<file path="config.mk">
export PLATFORM = sky130hd
export DESIGN_NAME = psb_ctrl
export DESIGN_NICKNAME = d
export VERILOG_FILES = /design/src/rtl/psb_pkg.sv /design/src/rtl/psb_ctrl.sv
export SDC_FILE = /design/constraint.sdc
export NUM_CORES = 1
export LEC_CHECK = 0
export ABC_CLOCK_PERIOD_IN_PS = 1800
export BUFFER_PORTS_ARGS = -buffer_cell sky130_fd_sc_hd__buf_2
export CAP_MARGIN = 20
export CORE_AREA = 2 2 39 41
export DETAILED_ROUTE_END_ITERATION = 16
export DIE_AREA = 0 0 41 43
export PLACE_DENSITY = 0.4
export SLEW_MARGIN = 20
export SYNTH_ARGS = -nofsm -noshare
export SYNTH_HDL_FRONTEND = slang
export SYNTH_SLANG_ARGS = --single-unit
</file>
<file path="constraint.sdc">
create_clock -name clock -period 1.8 [get_ports clock]
set_input_delay 0.36 -clock clock [delete_from_list [all_inputs] [get_ports clock]]
set_output_delay 0.36 -clock clock [all_outputs]
set_load 0.01 [all_outputs]
</file>
<file path="src/rtl/psb_pkg.sv">
// Package for the permutable spike-train buffer: op codes, controller states,
// the command and status structs between controller and datapath, and defaults.
// No dependencies.
package psb_pkg;

   // Default sizes
   localparam int NeuronsDefault   = 64;
   localparam int TimestepsDefault = 64;

   // Transaction field widths
   localparam int OpW   = 3;
   localparam int IdW   = 6;
   localparam int UcntW = 7;

   // Op codes of a request transaction
   typedef enum logic [OpW-1:0] {
      OP_MARK  = 3'd0,
      OP_CLOSE = 3'd1,
      OP_READ  = 3'd2,
      OP_STAGE = 3'd3,
      OP_APPLY = 3'd4,
      OP_CLEAR = 3'd5,
      OP_QUERY = 3'd6
   } psb_op_type;

   // Controller states
   typedef enum logic [1:0] {
      ST_IDLE,
      ST_MARK_WR,
      ST_APPLY_WR,
      ST_SCAN
   } psb_state_type;

   // Controller to datapath
   typedef struct packed {
      logic close_step;
      logic stage;
      logic clear;
      logic mark_rd;
      logic mark_wr;
      logic apply_rd;
      logic apply_wr;
      logic scan_load;
      logic scan_query;
      logic scan_run;
   } psb_cmd_type;

   // Datapath to controller
   typedef struct packed {
      logic scan_done;
   } psb_status_type;

endpackage

</file>
<file path="src/rtl/psb_ctrl.sv">
// Controller of the permutable spike-train buffer: decodes request transactions
// and sequences the datapath. Depends on psb_pkg.
module psb_ctrl (
   input  logic                    clock,
   input  logic                    reset,
   input  logic                    req_valid,
   output logic                    req_stall,
   input  logic [psb_pkg::OpW-1:0] req_op,
   input  psb_pkg::psb_status_type status,
   output psb_pkg::psb_cmd_type    cmd
);
   import psb_pkg::*;

   psb_state_type state_ff, state_in;

   // State register
   always_ff @(posedge clock) begin
      if (reset) begin
         state_ff <= ST_IDLE;
      end else begin
         state_ff <= state_in;
      end
   end

   // Next state and commands
   always_comb begin
      state_in  = state_ff;
      cmd       = '0;
      req_stall = (state_ff != ST_IDLE);
      unique case (state_ff)
         ST_IDLE: begin
            if (req_valid) begin
               unique case (psb_op_type'(req_op))
                  OP_MARK: begin
                     cmd.mark_rd = 1'b1;
                     state_in    = ST_MARK_WR;
                  end
                  OP_CLOSE: cmd.close_step = 1'b1;
                  OP_READ: begin
                     cmd.scan_load = 1'b1;
                     state_in      = ST_SCAN;
                  end
                  OP_STAGE: cmd.stage = 1'b1;
                  OP_APPLY: begin
                     cmd.apply_rd = 1'b1;
                     state_in     = ST_APPLY_WR;
                  end
                  OP_CLEAR: cmd.clear = 1'b1;
                  OP_QUERY: begin
                     cmd.scan_load  = 1'b1;
                     cmd.scan_query = 1'b1;
                     state_in       = ST_SCAN;
                  end
                  default: ;
               endcase
            end
         end
         ST_MARK_WR: begin
            cmd.mark_wr = 1'b1;
            state_in    = ST_IDLE;
         end
         ST_APPLY_WR: begin
            cmd.apply_wr = 1'b1;
            state_in     = ST_IDLE;
         end
         ST_SCAN: begin
            cmd.scan_run = 1'b1;
            if (status.scan_done) begin
               state_in = ST_IDLE;
            end
         end
         default: state_in = ST_IDLE;
      endcase
   end

endmodule

</file>
==> results of run 1 <==
per-stage QoR:
stage	cells	power [mW]	area (sq um)	setup TNS, ps	hold slack, ps
4_1_cts	61	0.195	315	0	352
2_1_floorplan	24	0.0687	174	0	462
6_report	62	0.195	342	0	360
5_1_grt	62	0.214	342	-8.11	364
3_5_place_dp	58	0.0899	289	0	588
3_3_place_gp	58	0.0899	289	0	593
cells in the final DEF, fill, tap and decap left out:
cell,Yosys,routed
or4b_4,0,1
or2_2,1,1
o31ai_1,2,2
buf_4,0,3
nor2_1,4,4
or4bb_1,2,1
nor3_1,4,1
inv_1,2,2
nor2b_1,2,2
or4bb_4,0,1
and2_1,1,1
nand2b_1,1,1
clkbuf_4,0,3
nor3_2,0,3
and2b_1,1,1
dfxtp_1,2,2
buf_2,0,17
repair_timing:
| action | 4_1_cts | 5_1_grt |
|---|---|---|
| setup endpoints to repair | 3 | 4 |
| pin swaps | 0 | 1 |
| resized for setup | 1 | 4 |
| setup buffers | 0 | 1 |
power breakdown:
part	internal, mW	leakage, nW	total [mW]	switching [mW]
clock	0.0736	0.0138	0.0990	0.0254
combinational	0.0244	0.162	0.0480	0.0236
sequential	0.0465	0.0163	0.0479	0.00145
worst max path at each step:
stage,depth (start not counted),startpoint,end,slack [ps]
floorplan,3,state_ff[0],cmd[1],210
CTS,3,state_ff[0],cmd[1],10
detailed placement,4,req_op[0],cmd[1],80
global route,3,state_ff[0],cmd[1],-8
finish,3,state_ff[0],cmd[9],60
global placement,4,req_op[0],cmd[6],80
routing by layer:
layer  global-route usage (%)  part of all wire (%)
met1                     8.92                    44
met2                     10.9                    46
met3                     3.14                   9.1
met4                     6.00                     0
met5                        0                     0
area by class of cell:
type	instances	area share, %
flip-flops and latches	2	11.7
inverters	2	2.20
clock buffers	3	6.59
well taps	16	5.86
repair buffers	20	31.5
multi-input cells	19	42.1
cell families after synthesis:
logic type / count (synthesis)
buffers and inverters: 3
flip-flops: 2
AND/OR/NAND/NOR: 17
AO/OA/AOI/OAI: 2
==> flow_metrics.env, run 1 <==
export IMPL_drtAntennaViolNets=0
export IMPL_hold_violations=0
export IMPL_antenna_cells=0
export IMPL_r2r_setup_slack_ps=450
export IMPL_antenna_found_initial=0
export IMPL_drive_gt1_share_pct=63.0
export IMPL_worstReg2RegEnd="state_ff[1]"
export IMPL_drt_pass1_iter_count=4
export IMPL_synth_compound_area_share_pct=8.63
export IMPL_cellPowerDensity_nw_per_um2=571
export IMPL_fin_crit_ps=1740
export IMPL_setup_viol=0
export IMPL_slowest_stage="or4bb_4"
export IMPL_synthCells=24
export IMPL_pin_count=18
export IMPL_area_growth_pct=96.4
export IMPL_die_area_sq_um=1760
export IMPL_fmax_mhz=574
export IMPL_synthArstFlopShare_pct=0
export IMPL_start_kind="flip-flop"
export IMPL_grt_first_pass_wirelength_um=869
export IMPL_synth_simple_area_share_pct=61.2
export IMPL_yosysTopAreaCell="dfxtp_1"
export IMPL_synth_main_ff_cell="dfxtp_1"
export IMPL_grt_pass1_vias=217
export IMPL_fill_cells=162
export IMPL_place_congestion=0.615
export IMPL_cp_end_kind="primary output"
export IMPL_leakage_nw=0.192
export IMPL_io_buffers=17
export IMPL_arrival_ps=1380
export IMPL_ys_top_cells_by_count="nor2_1, nor3_1"
export IMPL_synth_top_family_by_area="simple AND/OR/NAND/NOR gates"
export IMPL_largest_reg_flops=2
export IMPL_synth_mux_area_share_pct=0
export IMPL_yosysSeqAreaShare_pct=23.0
export IMPL_drt_vias_per_instance=4.00
export IMPL_insertion_delay_ps=220
export IMPL_path_buf_inv=1
export IMPL_regArea_sq_um=40.0
export IMPL_groute_usage_overall_pct=7.81
export IMPL_ys_top_cells_by_area="dfxtp_1, or4bb_1, nor3_1"
export IMPL_nets=55
export IMPL_crit_chain="or4bb_4, nor3_1, buf_2"
export IMPL_fp_row_count=14
export IMPL_final_max_slew_viol_count=0
export IMPL_hold_class="primary input to flip-flop"
export IMPL_synth_seq_cells=2
export IMPL_clockBufferDepth=2
export IMPL_drt_iter0_drc=1
export IMPL_crit_family="simple AND/OR/NAND/NOR gates"
export IMPL_worst_r2r_path_depth=3
export IMPL_status="completed"
export IMPL_drcViolationCount=0
export IMPL_largestRegisters="state_ff (2)"
export IMPL_synth_edf_count=0
export IMPL_post_place_ws_ps=76.5
export IMPL_utilization_pct=24.7
export IMPL_cpPeakStageDelay_ps=560
export IMPL_ys_warn_count=0
export IMPL_clock_skew_ps=3.08
export IMPL_fp_dieH_um=43
export IMPL_wl_per_cell_um=9.00
export IMPL_fin_ws_ps=56.4
export IMPL_reg2reg_from="state_ff[0]"
export IMPL_synth_distinct_cells=13
export IMPL_finalCritPeriodShare_pct=96.9
export IMPL_syn_area_sq_um=174
export IMPL_cts_tree="yes"
export IMPL_postCtsHoldBufs=0
export IMPL_cts_buffers=3
export IMPL_rsz0062_at_grt="true"
export IMPL_grt_max_degree=8
export IMPL_clock_sinks=2
export IMPL_relSlewSlack_pct=87.7
export IMPL_drt_total_wl_um=558
export IMPL_start_util_pct=12.6
export IMPL_multiInputGateArea_sq_um=144
export IMPL_clockRootBuffer="clkbuf_4"
export IMPL_synth_top_area_share_pct=23.0
export IMPL_drv_cap=0
export IMPL_synthAdderAreaFrac_pct=0
export IMPL_die_w_um=41
export IMPL_cp_max_fo=3
export IMPL_top_register="state_ff"
export IMPL_worstPathRequired_ps=1440
export IMPL_max_slew_worst_pin_slew_ps=184
export IMPL_criticalPathCategory="flip-flop to primary output"
export IMPL_path_clk_slew_ps=30
export IMPL_hp_start="reset"
export IMPL_max_vdd_ir_drop_mv=0.161
export IMPL_syn_nets=31
export IMPL_min_to="state_ff[0]"
export IMPL_synth_xor_area_share_pct=0
export IMPL_vias=248
export IMPL_htree_levels=1
export IMPL_whs_path_depth=2
export IMPL_coreArea_sq_um=1380
export IMPL_grt_ovfl_total=0
export IMPL_avgSynthCellArea_sq_um=7.25
No activity file was read; power rests on OpenSTA's default activity.
==> inputs of run 2 (changes only) <==
==> constraint.sdc (replaced) <==
create_clock -name clock -period 1.8 [get_ports clock]
set_input_delay 0.09 -clock clock [delete_from_list [all_inputs] [get_ports clock]]
set_output_delay 0.09 -clock clock [all_outputs]
set_load 0.01 [all_outputs]
==> flow_metrics.env, run 2 (synthesis results as in run 1) <==
export IMPL_cts_resized=0
export IMPL_place_area_sq_um=274
export IMPL_top_register="state_ff"
export IMPL_post_place_ws_ps=416
export IMPL_post_cts_setup_buffer_count=0
export IMPL_leakage_nw=0.171
export IMPL_fin_tns_setup_ps=0
export IMPL_final_max_slew_viol_count=0
export IMPL_rsz0062_at_grt="false"
export IMPL_hold_class="primary input to flip-flop"
export IMPL_criticalPathCategory="flip-flop to primary output"
export IMPL_vias=233
export IMPL_start_util_pct=12.6
export IMPL_final_common_cell="buf_2"
export IMPL_finalCritPeriodShare_pct=89.5
export IMPL_setup_viol=0
export IMPL_wl_per_cell_um=8.47
export IMPL_drcViolationCount=0
export IMPL_die_area_sq_um=1760
export IMPL_hpwl_um=399
export IMPL_grt_max_degree=8
export IMPL_grt_first_pass_wirelength_um=848
export IMPL_coreArea_sq_um=1380
export IMPL_largest_reg_flops=2
export IMPL_final_cell_mix="buf_2, nor3_1, nor2_1"
export IMPL_cts_tree="yes"
export IMPL_fp_dieH_um=43
export IMPL_cp_end_kind="primary output"
export IMPL_drtAntennaViolNets=0
export IMPL_start_kind="flip-flop"
export IMPL_crit_chain="or4b_1, nor3_1, buf_2"
export IMPL_clock_sinks=2
export IMPL_clockBufferDepth=2
export IMPL_cts_buffers=3
export IMPL_status="completed"
export IMPL_clockRootBuffer="clkbuf_4"
export IMPL_drive_gt1_share_pct=48.8
export IMPL_htree_levels=1
export IMPL_place_congestion=0.635
export IMPL_drt_vias_per_instance=3.95
export IMPL_max_slew_worst_pin_slew_ps=198
export IMPL_hp_start="reset"
export IMPL_largestRegisters="state_ff (2)"
export IMPL_drt_total_wl_um=500
export IMPL_path_clk_slew_ps=30
export IMPL_relSlewSlack_pct=86.8
export IMPL_max_vdd_ir_drop_mv=0.169
export IMPL_clock_skew_ps=1.64
export IMPL_groute_usage_overall_pct=7.41
export IMPL_arrival_ps=1520
export IMPL_cpPeakStageDelay_ps=640
export IMPL_fin_crit_ps=1610
export IMPL_grt_ovfl_total=0
export IMPL_hold_violations=0
export IMPL_reg2reg_from="state_ff[0]"
export IMPL_drt_pass1_iter_count=4
export IMPL_worstPathRequired_ps=1710
export IMPL_antenna_found_initial=0
export IMPL_cp_max_fo=7
export IMPL_die_w_um=41
export IMPL_insertion_delay_ps=220
export IMPL_area_growth_pct=70.5
export IMPL_fmax_mhz=621
export IMPL_postCtsHoldBufs=0
export IMPL_drt_iter0_drc=3
export IMPL_grt_pass1_vias=196
export IMPL_drv_cap=0
export IMPL_pin_count=18
export IMPL_cellPowerDensity_nw_per_um2=622
export IMPL_io_buffers=17
export IMPL_stdcell_area_sq_um=297
export IMPL_fin_ws_ps=189
export IMPL_fill_cells=159
export IMPL_slowest_stage="or4b_1"
export IMPL_nets=52
export IMPL_critPathLaunch="state_ff[0]"
export IMPL_antenna_cells=0
export IMPL_fp_row_count=14
[run 2: changes by cell type in the layout (fill, tap and decap cells not counted)]
cell and change:
buf_4 -3, nor3_1 +3, nor3_2 -3, or4b_1 +1, or4b_4 -1, or4bb_1 +1, or4bb_4 -1
[run 2: stage by stage]
stage | hold WS (ps) | utilization, % | power, mW | instances
after floorplan | 192 | - | 0.0687 | 24
final | 92.6 | 21.4 | 0.184 | 59
after CTS | 79.2 | 21.4 | 0.192 | 59
after detailed placement | 318 | 19.8 | 0.0873 | 56
after global routing | 88.5 | 21.4 | 0.204 | 59
after global placement | 323 | 19.8 | 0.0871 | 56
[run 2: critical path, delay by kind of cell (launching register included)]
family / cells / cell delay (ps)
buffers and inverters: 1 / 150
and+or+nand+nor: 2 / 810
DFF: 1 / 330
[run 2: layout make-up]
class                           count  area [sq um]  area share [%]
Timing Repair Buffer               17          85.1            28.7
Sequential cell                     2          40.0            13.5
Inverter                            2          7.51            2.53
Multi-Input combinational cell     19           121            40.9
Tap cell                           16          20.0            6.75
Clock buffer                        3          22.5            7.59
[run 2: worst paths after layout]
check	to	depth (start not counted)	slack, ps
hold / removal	state_ff[0]	2	90
setup / recovery	cmd[1]	3	190
setup reg to reg	state_ff[1]	2	480
hold reg to reg	state_ff[0]	2	650
[run 2: report_power, final]
part / leakage, nW / switching (mW) / internal (mW) / total [mW]
sequential: 0.0163 / 0.00224 / 0.0465 / 0.0487
combinational: 0.141 / 0.0197 / 0.0179 / 0.0376
clock: 0.0138 / 0.0247 / 0.0735 / 0.0982
[run 2: routing by layer]
layer	vias to the layer above	global-route usage [%]	part of all wire (%)
li1	123	-	-
met1	97	9.87	44
met2	13	8.75	46
met3	0	3.14	9.8
met4	0	6.00	0
met5	-	0	0
==> inputs of run 3 (changes only) <==
--- a/config.mk
+++ b/config.mk
@@ -5,13 +5,13 @@
 export SDC_FILE = /design/constraint.sdc
 export NUM_CORES = 1
 export LEC_CHECK = 0
-export ABC_CLOCK_PERIOD_IN_PS = 1800
-export BUFFER_PORTS_ARGS = -buffer_cell sky130_fd_sc_hd__buf_2
+export ABC_CLOCK_PERIOD_IN_PS = 1700
 export CAP_MARGIN = 20
 export CORE_AREA = 2 2 39 41
 export DETAILED_ROUTE_END_ITERATION = 16
 export DIE_AREA = 0 0 41 43
-export PLACE_DENSITY = 0.4
+export DONT_BUFFER_PORTS = 1
+export PLACE_DENSITY = 0.3
 export SLEW_MARGIN = 20
 export SYNTH_ARGS = -nofsm -noshare
 export SYNTH_HDL_FRONTEND = slang
==> constraint.sdc (replaced) <==
create_clock -name clock -period 1.7 [get_ports clock]
set_input_delay 0.085 -clock clock [delete_from_list [all_inputs] [get_ports clock]]
set_output_delay 0.085 -clock clock [all_outputs]
set_load 0.01 [all_outputs]
==> flow_metrics.env, run 3 (synthesis results as in run 1) <==
export IMPL_status="completed"
export IMPL_place_congestion=0.550
export IMPL_cts_tree="yes"
export IMPL_fin_crit_ps=1610
export IMPL_grt_busiest_layer="met4"
export IMPL_critPathLaunch="state_ff[0]"
export IMPL_power_mw=0.184
export IMPL_worstPathRequired_ps=1620
export IMPL_slowest_stage="or4b_1"
export IMPL_largest_reg_flops=2
export IMPL_start_kind="flip-flop"
export IMPL_hold_class="primary input to flip-flop"
export IMPL_htree_levels=1
export IMPL_path_clk_slew_ps=30
export IMPL_leakage_nw=0.0921
export IMPL_wl_per_cell_um=11.0
export IMPL_largestRegisters="state_ff (2)"
export IMPL_grt_pass1_vias=166
export IMPL_nets=36
export IMPL_drive_gt1_share_pct=14.8
export IMPL_drt_pass1_iter_count=2
export IMPL_antenna_found_initial=0
export IMPL_fmax_mhz=620
export IMPL_drt_vias_per_instance=4.30
export IMPL_relSlewSlack_pct=76.0
export IMPL_grt_use_met3_pct=0.524
export IMPL_cts_buffers=3
export IMPL_io_buffers=0
export IMPL_max_slew_worst_pin_slew_ps=357
export IMPL_cp_max_fo=7
export IMPL_post_place_ws_ps=314
export IMPL_cpPeakStageDelay_ps=640
export IMPL_die_w_um=41
export IMPL_hold_violations=0
export IMPL_final_max_slew_viol_count=0
export IMPL_hp_start="req_op[2]"
export IMPL_top_register="state_ff"
export IMPL_clockBufferDepth=2
export IMPL_fin_tns_setup_ps=0
export IMPL_insertion_delay_ps=230
export IMPL_groute_usage_overall_pct=5.81
export IMPL_fp_dieH_um=43
export IMPL_final_cell_mix="nor3_1, nor2_1, clkbuf_4"
export IMPL_coreArea_sq_um=1380
export IMPL_setup_viol=0
export IMPL_r2r_setup_slack_ps=370
export IMPL_pin_count=18
export IMPL_grt_first_pass_wirelength_um=593
export IMPL_start_util_pct=12.6
export IMPL_utilization_pct=16.0
export IMPL_fp_row_count=14
export IMPL_cp_end_kind="primary output"
export IMPL_antenna_cells=0
export IMPL_clock_sinks=2
export IMPL_vias=185
export IMPL_arrival_ps=1530
export IMPL_drt_total_wl_um=471
export IMPL_reg2reg_from="state_ff[0]"
export IMPL_cts_resized=0
export IMPL_cellPowerDensity_nw_per_um2=832
export IMPL_grt_max_degree=8
export IMPL_criticalPathCategory="flip-flop to primary output"
export IMPL_drtAntennaViolNets=0
export IMPL_clockRootBuffer="clkbuf_4"
export IMPL_crit_chain="or4b_1, nor3_1"
export IMPL_grt_util_met2_pct=6.88
export IMPL_grt_ovfl_total=0
export IMPL_use_met1_pct=6.39
export IMPL_fin_ws_ps=86.9
export IMPL_finalCritPeriodShare_pct=94.9
export IMPL_die_area_sq_um=1760
export IMPL_clock_skew_ps=0.977
export IMPL_rsz0062_at_grt="false"
export IMPL_drv_cap=0
export IMPL_area_growth_pct=27.3
export IMPL_hpwl_um=361
export IMPL_drcViolationCount=0
export IMPL_max_vdd_ir_drop_mv=0.130
export IMPL_drt_iter0_drc=1
## run 3: per-stage QoR
| stage | hold slack (ps) | area [sq um] | instances |
|---|---|---|---|
| after global routing | 75.1 | 221 | 43 |
| final | 51.9 | 221 | 43 |
| after detailed placement | 194 | 189 | 39 |
| after global placement | 193 | 189 | 39 |
| after floorplan | 187 | 174 | 24 |
| after CTS | 47.9 | 221 | 43 |
## run 3: power breakdown
group | switching [mW] | internal (mW)
combinational | 0.0139 | 0.0105
clock | 0.0300 | 0.0781
sequential | 0.00247 | 0.0492
## run 3: worst max-delay path: cells and delay by family, from the launching register on
kind / cells / cell delay [ps]
simple gates: 2 / 970
flops: 1 / 340
## run 3: layer usage
metal	routed length (um)	share of wire, %
met5	0	0
met4	14	3.0
met3	59	13
met2	208	44
met1	189	40
## run 3: final timing paths
kind | to | cells past startpoint
worst min-delay path | state_ff[1] | 2
worst max-delay path | cmd[1] | 2
worst min register to register | state_ff[0] | 2
worst max register to register | state_ff[1] | 2
## run 3: what timing repair did
| action | in CTS | in global routing |
|---|---|---|
| setup buffers | 0 | 0 |
| endpoints found under the setup margin | 0 | 0 |
| hold endpoints to repair | 2 | 0 |
| hold buffers | 1 | 0 |
## run 3: cell type report
class / instances / area [sq um]
fillers: 167 / 1160
flip-flops and latches: 2 / 40.0
clock buffers: 3 / 22.5
repair buffers: 1 / 10.0
inverters: 2 / 7.51
well taps: 16 / 20.0
multi-input cells: 19 / 121
